[src/sv/lcs_pkg.sv]
package lcs_pkg;

    // Register indexes on the configuration port.
    typedef enum logic [0:0] {
        REG_DARK_LABEL  = 1'b0,
        REG_LIGHT_LABEL = 1'b1
    } cfg_reg_t;

    localparam logic [31:0] DARK_LABEL_RESET  = 32'hFF00_0000;
    localparam logic [31:0] LIGHT_LABEL_RESET = 32'hFFFF_FFFF;
    localparam logic [7:0]  ALPHA_OPAQUE      = 8'hFF;

    // Luminance weights in Q0.16, summing to one.
    localparam logic [15:0] WEIGHT_RED   = 16'd13933;
    localparam logic [15:0] WEIGHT_GREEN = 16'd46871;
    localparam logic [15:0] WEIGHT_BLUE  = 16'd4732;

    // Packed color as it travels on the buses.
    typedef struct packed {
        logic [7:0] alpha;
        logic [7:0] blue;
        logic [7:0] green;
        logic [7:0] red;
    } color_t;

    // Fifth power of a Q30 value, truncating after each product.
    function automatic logic [63:0] pow5_q30(input logic [63:0] r);
        logic [63:0] x;
        x = r;
        for (int i = 0; i < 4; i++)
        begin
            x = (x * r) >> 30;
        end
        return x;
    endfunction

    // One entry of the sRGB linearization table, evaluated at elaboration.
    function automatic logic [63:0] lin_entry(input int v, input int frac);
        logic [63:0] vv;
        logic [63:0] num;
        logic [63:0] tq;
        logic [63:0] t2;
        logic [63:0] lo;
        logic [63:0] hi;
        logic [63:0] mid;
        logic [63:0] lin;
        vv = 64'(v);
        if (v <= 10)
        begin
            num = (((64'd25 * vv) << frac) * 64'd2) + 64'd82365;
            return num / 64'd164730;
        end
        tq = (((64'd200 * vv + 64'd2805) << 30) + 64'd26902) / 64'd53805;
        t2 = (tq * tq + (64'd1 << 29)) >> 30;
        lo = 64'd0;
        hi = 64'd1 << 30;
        // Fifth root of t squared by bisection.
        while (lo < hi)
        begin
            mid = (lo + hi + 64'd1) >> 1;
            if (pow5_q30(mid) <= t2)
                lo = mid;
            else
                hi = mid - 64'd1;
        end
        lin = (t2 * lo) >> 30;
        return (lin + (64'd1 << (29 - frac))) >> (30 - frac);
    endfunction

endpackage

[src/sv/lcs_divider.sv]
module lcs_divider
    import lcs_pkg::*;
#(
    parameter int RW = 37,
    parameter int QB = 13,
    parameter int FB = 8,
    parameter int PW = 65
)
(
    input  logic          clk,
    input  logic          rst_n,
    input  logic          en,
    input  logic          in_valid,
    input  logic [RW-1:0] num,
    input  logic [RW-1:0] den,
    input  logic [PW-1:0] in_payload,
    output logic          out_valid,
    output logic [QB-1:0] quotient,
    output logic [PW-1:0] out_payload
);

    // Integer bits of the quotient.
    localparam int IB = QB - FB;

    // Stage k holds the partial remainder after k quotient bits.
    logic          valid_reg   [QB+1];
    logic [RW-1:0] rem_reg     [QB+1];
    logic [RW-1:0] den_reg     [QB+1];
    logic [QB-1:0] bits_reg    [QB+1];
    logic [QB-1:0] quot_reg    [QB+1];
    logic [PW-1:0] payload_reg [QB+1];

    // Input stage: the quotient is known to fit QB bits, so the top of the
    // shifted numerator starts as the remainder.
    always_ff @(posedge clk or negedge rst_n)
    begin
        if (!rst_n)
            valid_reg[0] <= 1'b0;
        else if (en)
            valid_reg[0] <= in_valid;
    end

    always_ff @(posedge clk)
    begin
        if (en)
        begin
            rem_reg[0]     <= num >> IB;
            den_reg[0]     <= den;
            bits_reg[0]    <= {num[IB-1:0], {FB{1'b0}}};
            quot_reg[0]    <= '0;
            payload_reg[0] <= in_payload;
        end
    end

    // One restoring step per stage.
    for (genvar k = 0; k < QB; k++)
    begin : g_step
        logic [RW:0] trial;
        logic        fits;

        assign trial = {rem_reg[k], bits_reg[k][QB-1]};
        assign fits  = trial >= {1'b0, den_reg[k]};

        always_ff @(posedge clk or negedge rst_n)
        begin
            if (!rst_n)
                valid_reg[k+1] <= 1'b0;
            else if (en)
                valid_reg[k+1] <= valid_reg[k];
        end

        always_ff @(posedge clk)
        begin
            if (en)
            begin
                rem_reg[k+1]     <= fits ? RW'(trial - {1'b0, den_reg[k]}) : trial[RW-1:0];
                den_reg[k+1]     <= den_reg[k];
                bits_reg[k+1]    <= {bits_reg[k][QB-2:0], 1'b0};
                quot_reg[k+1]    <= {quot_reg[k][QB-2:0], fits};
                payload_reg[k+1] <= payload_reg[k];
            end
        end
    end

    assign out_valid   = valid_reg[QB];
    assign quotient    = quot_reg[QB];
    assign out_payload = payload_reg[QB];

endmodule

[config.mk]
export PLATFORM = sky130hd
export DESIGN_NAME = lcs_divider
export DESIGN_NICKNAME = d
export VERILOG_FILES = /design/src/sv/lcs_pkg.sv /design/src/sv/lcs_divider.sv
export SDC_FILE = /design/constraint.sdc
export NUM_CORES = 2
export LEC_CHECK = 0
export ABC_AREA = 1
export BUFFER_PORTS_ARGS = -buffer_cell sky130_fd_sc_hd__buf_2
export CORE_MARGIN = 2
export CORE_UTILIZATION = 60
export CTS_BUF_LIST = sky130_fd_sc_hd__clkbuf_4 sky130_fd_sc_hd__clkbuf_8 sky130_fd_sc_hd__clkbuf_16
export DETAILED_ROUTE_END_ITERATION = 6
export GPL_TIMING_DRIVEN = 0
export PLACE_DENSITY = 0.74
export SLEW_MARGIN = 20
export SYNTH_ARGS = -nofsm -noshare
export SYNTH_HDL_FRONTEND = slang
export SYNTH_SLANG_ARGS = --single-unit
[constraint.sdc]
create_clock -name clk -period 2.6 [get_ports clk]
set_input_delay 0.26 -clock clk [delete_from_list [all_inputs] [get_ports clk]]
set_output_delay 0.26 -clock clk [all_outputs]
set_load 0.005 [all_outputs]
==> metrics.yaml, run 1 <==
placement:
  gp_congestion: 1.04
  hpwl_um: 240000
  post-place-ws_ps: -2680
  io_buffers: 221
yosys:
  yosys-top-cells-area: "edfxtp_1 58%, nand2_1 13%, inv_1 6.8%"
  ys_types: 47
  syn-num-nets: 11535
  ys_warn_count: 0
  yosysSeqAreaShare_pct: 58.2
  synth-edff-count: 1973
  syn_area_mm2: 0.102
  yosysTopAreaCell: "edfxtp_1"
  syn_avg_cell_area_um2: 9.39
  async_flop_share_pct: 0.705
  synth_top_cell_area_share_pct: 57.9
  synth_cells: 10904
  synth_flop_cell: "edfxtp_1"
  synth_seq_cells: 1987
  synthTopCellsByCount: "3551 x nand2_1, 1973 x edfxtp_1, 1847 x inv_1"
  synthMostInstantiatedCell: "nand2_1"
clock_tree:
  root_buffer: "clkbuf_16"
  clk_path_buf_depth: 3
  cts-htree-levels: 4
  numCtsBuffers: 196
  cts_num_sinks: 1987
global_route:
  grt_max_degree: 159
  track_usage_pct: 52.5
  grt_overflow: 9
outcome:
  outcome: "aborted with a tool error"
  stop_error: "[ERROR GRT-0232] Routing congestion too high. Check the congestion heatmap in the GUI."
  flow.stopped_at: "global routing"
floorplanning:
  die_h_um: 417
  die_w_um: 417
  ioPinCount: 222
  start_util_pct: 60.4
  num_rows: 151
==> what timing repair did <==
item,CTS
hold endpoints to repair,232
setup buffers,131
hold buffers,146
endpoints found under the setup margin,1067
pin swaps,49
resized for setup,482
cloned,17
==> kinds of logic after synthesis <==
| kind of cell | count (synthesis) | share of synthesized area (%) |
|---|---|---|
| and+or+nand+nor | 5654 | 22.9 |
| buffers and inverters | 2002 | 7.92 |
| DFF | 1987 | 58.2 |
| AOI/OAI and AO/OA | 549 | 3.02 |
| adders and majority gates | 488 | 6.05 |
| xor gates and xnor gates | 224 | 1.92 |
==> layer usage <==
metal / overflow / track usage, %
met5: 0 / 21.6
met4: 6 / 39.4
met3: 2 / 32.9
met2: 1 / 70.5
met1: 0 / 58.0
==> metrics by stage <==
| stage | area [µm²] | cells |
|---|---|---|
| 2_1_floorplan | 102000 | 10904 |
| 3_3_place_gp | 106000 | 13343 |
| 3_5_place_dp | 107000 | 13358 |
| 4_1_cts | 119000 | 14021 |
==> inputs of run 2 (changes only) <==
--- a/config.mk
+++ b/config.mk
@@ -8,11 +8,10 @@
 export ABC_AREA = 1
 export BUFFER_PORTS_ARGS = -buffer_cell sky130_fd_sc_hd__buf_2
 export CORE_MARGIN = 2
-export CORE_UTILIZATION = 60
-export CTS_BUF_LIST = sky130_fd_sc_hd__clkbuf_4 sky130_fd_sc_hd__clkbuf_8 sky130_fd_sc_hd__clkbuf_16
+export CORE_UTILIZATION = 40
 export DETAILED_ROUTE_END_ITERATION = 6
 export GPL_TIMING_DRIVEN = 0
-export PLACE_DENSITY = 0.74
+export PLACE_DENSITY_LB_ADDON = 0.15
 export SLEW_MARGIN = 20
 export SYNTH_ARGS = -nofsm -noshare
 export SYNTH_HDL_FRONTEND = slang
==> run 2 against run 1 <==
Effect of this change: the flow now finishes, with violations (negative setup slack); synthesized area did not move; synthesized cell count is the same.
==> metrics.yaml, run 2 <==
drt:
  wirelength_um: 336000
  routedWlPerCell_um: 21.7
  drc: 0
  drtIter0Drc: 7535
  drt_pass1_iterations: 6
  antenna_left: 0
  vias: 77311
  via_per_inst: 4.99
yosys:
  synth_cells: 10904  # unchanged
  synth_mux_area_share_pct: 0  # unchanged
  synth_top_family_by_area: "simple AND/OR/NAND/NOR gates"  # unchanged
  syn_area_mm2: 0.102  # unchanged
  yosysSeqAreaShare_pct: 58.2  # unchanged
  synth_flop_cell: "edfxtp_1"  # unchanged
  synth_compound_area_share_pct: 3.02  # unchanged
  ys_types: 47  # unchanged
  async_flop_share_pct: 0.705  # unchanged
  yosys-top-cells-area: "edfxtp_1 58%, nand2_1 13%, inv_1 6.8%"  # unchanged
  syn_avg_cell_area_um2: 9.39  # unchanged
  synthTopCellsByCount: "3551 x nand2_1, 1973 x edfxtp_1, 1847 x inv_1"  # unchanged
  synth_seq_cells: 1987  # unchanged
  ys_warn_count: 0  # unchanged
  yosys.area_share.adder_pct: 6.05  # unchanged
  synth-edff-count: 1973  # unchanged
  yosys.area_share.simple_pct: 22.9  # unchanged
  synthMostInstantiatedCell: "nand2_1"  # unchanged
  yosysTopAreaCell: "edfxtp_1"  # unchanged
  synth_top_cell_area_share_pct: 57.9  # unchanged
  syn-num-nets: 11535  # unchanged
  synth-xor-area-share_pct: 1.92  # unchanged
critical_path:
  start_kind: "register"
  rr_startpoint: "bits_reg[2][11]$_DFFE_PP_"
  endpoint_kind: "register"
  r2r_end: "rem_reg[5][13]$_DFFE_PP_"
  crit_type: "register to register"
  r2r_slack_ps: -9
  cp_max_fo: 7
  reg2regPathDepth: 17
  required_ps: 3190
  crit_arrival_ps: 3200
floorplanning:
  die_h_um: 510  # was 417 µm
  num_rows: 185  # was 151
  fp.dieArea_mm2: 0.260
  start_util_pct: 40.2  # was 60.4%
  die_w_um: 510  # was 417 µm
  coreArea_mm2: 0.254
  ioPinCount: 222  # unchanged
sta:
  fin_ws_ps: -9.14
  slew_headroom_pct: 41.1
  max_freq_mhz: 383
  period_share_pct: 100
  rsz0062_at_grt: "yes"
  setup_viol_count_final: 5
  finClkSkew_ps: 108
  timing.final.hold_violations: 0
  worst_slew_pin_slew_ps: 884
  whs_ps: 67.7
  min_period_ps: 2610
  maxSlewViolCount: 0
clock_tree:
  cts_num_sinks: 1987  # unchanged
  clk_path_buf_depth: 4  # was 3
  cts-htree-levels: 4  # unchanged
  numCtsBuffers: 222  # was 196
  clk_latency_ps: 920
  cts_tree: "yes"
  path_clk_slew_ps: 60
  root_buffer: "clkbuf_16"  # unchanged
placement:
  post-place-ws_ps: -2220  # was -2680 ps
  hpwl_um: 262000  # was 240000 µm
  gp_congestion: 0.977  # was 1.04
  io_buffers: 221  # unchanged
global_route:
  track_usage_pct: 25.2
  antenna_found_initial: 11
  grt_pass1_vias: 73044
  grt_pass1_wl_um: 481000
  grt_max_degree: 152
  grt_overflow: 0
final_layout:
  final_common_cell: "nand2_1"
  area_delta_synth_final_pct: 24.7
  drive_gt1_share_pct: 19.3
  final_nets: 12574
  largest_register_ffs: 910
  final_cell_mix: "3173 x nand2_1, 1973 x edfxtp_1, 1797 x inv_1"
power_and_ir_drop:
  max-vdd-ir-drop_uv: 677
  p_leak_uw: 0.0566
  powerDensity_mw_per_mm2: 1030
hold_path:
  hp-class: "primary input to register"
  min_delay_worst_endpoint: "payload_reg[0][59]$_DFFE_PP_"
  whs_path_depth: 2
  worstHoldStart: "in_payload[59]"
outcome:
  outcome: "complete, but fails checks"  # was aborted with a tool error
  violations: "negative setup slack"
flow_run:
  maxCapViolations: 0
-- run 2: cell counts after synthesis --
Identical to the previous run, type by type.
-- run 2: per-layer routing --
metal  track usage, %  share of wire (%)
met5                0             0.0039
met3             5.58                7.4
met2             35.2                 40
met1             38.7                 49
met4             7.34                3.1
-- run 2: worst max-delay path, cell delays in order, from the launching register on --
cell and delay, ps:
edfxtp_1 390, clkinvlp_4 110, buf_12 150, ha_4 170, inv_4 50, fa_2 200
inv_2 50, nor2_4 110, nor2_4 60, o21ai_4 190, nand2_1 90, nand2_2 90
nand2_4 80, nand2_8 90, nand2_8 110, buf_8 160, nand3_1 90, nand2_2 90
-- run 2: kinds of logic (layout without fill, tap and decap cells) --
kind of cell               after synthesis  count (layout)
AOI/OAI and AO/OA                      549             549
xor gates and xnor gates               224             224
adders and majority gates              488             488
buffers and inverters                 2002            3222
DFF                                   1987            1987
other                                    0               5
and+or+nand+nor                       5654            5655
-- run 2: layout make-up --
cell class / count / area [µm²]
clock inverters: 155 / 1550
inverters: 1861 / 7020
plain buffers: 140 / 1460
repair buffers: 815 / 6890
fillers: 23475 / 127000
diodes: 5 / 12.5
multi-input cells: 6916 / 41200
clock buffers: 251 / 5660
flip-flops and latches: 1987 / 59600
well taps: 3366 / 4210
-- run 2: worst max-delay path by stage --
stage | to | start | depth (start not counted) | slack, ps
2_1_floorplan | rem_reg[1][10]$_DFFE_PP_ | den_reg[0][0]$_DFFE_PP_ | 15 | 380
3_3_place_gp | payload_reg[12][36]$_DFFE_PP_ | en | 1 | -30220
3_5_place_dp | valid_reg[11]$_DFFE_PN0P_ | en | 9 | -2220
4_1_cts | rem_reg[5][13]$_DFFE_PP_ | bits_reg[2][11]$_DFFE_PP_ | 16 | -100
5_1_grt | rem_reg[5][13]$_DFFE_PP_ | rem_reg[4][3]$_DFFE_PP_ | 10 | -100
6_report | rem_reg[5][13]$_DFFE_PP_ | bits_reg[2][11]$_DFFE_PP_ | 17 | -9
-- run 2: power breakdown --
group          internal, µW  total (µW)  switching, µW  leakage (µW)
Sequential            41700       45200           3400        0.0195
Combinational         19200       55400          36200        0.0336
Clock                 18200       31100          13000       0.00354
-- run 2: per-stage QoR --
stage                TNS, ps  instance area, µm²  cells  total power (µW)  util, %
CTS                    -1120              122000  15319            126000     48.2
floorplan                  0              102000  10904             73200        -
detailed placement  -1126820              108000  14506             90400     42.5
finish                 -32.2              128000  15496            132000     50.2
global placement           -              108000  14491             87700     42.3
global route           -2360              128000  15493            139000     50.2
-- run 2: what timing repair did --
item	CTS	global route
endpoints found under the hold margin	235	0
cloned	12	4
endpoints found under the setup margin	881	446
resized for setup	732	882
hold buffers	207	0
pin swaps	89	148
setup buffers	188	169
Power figures use the tool's default switching activity.
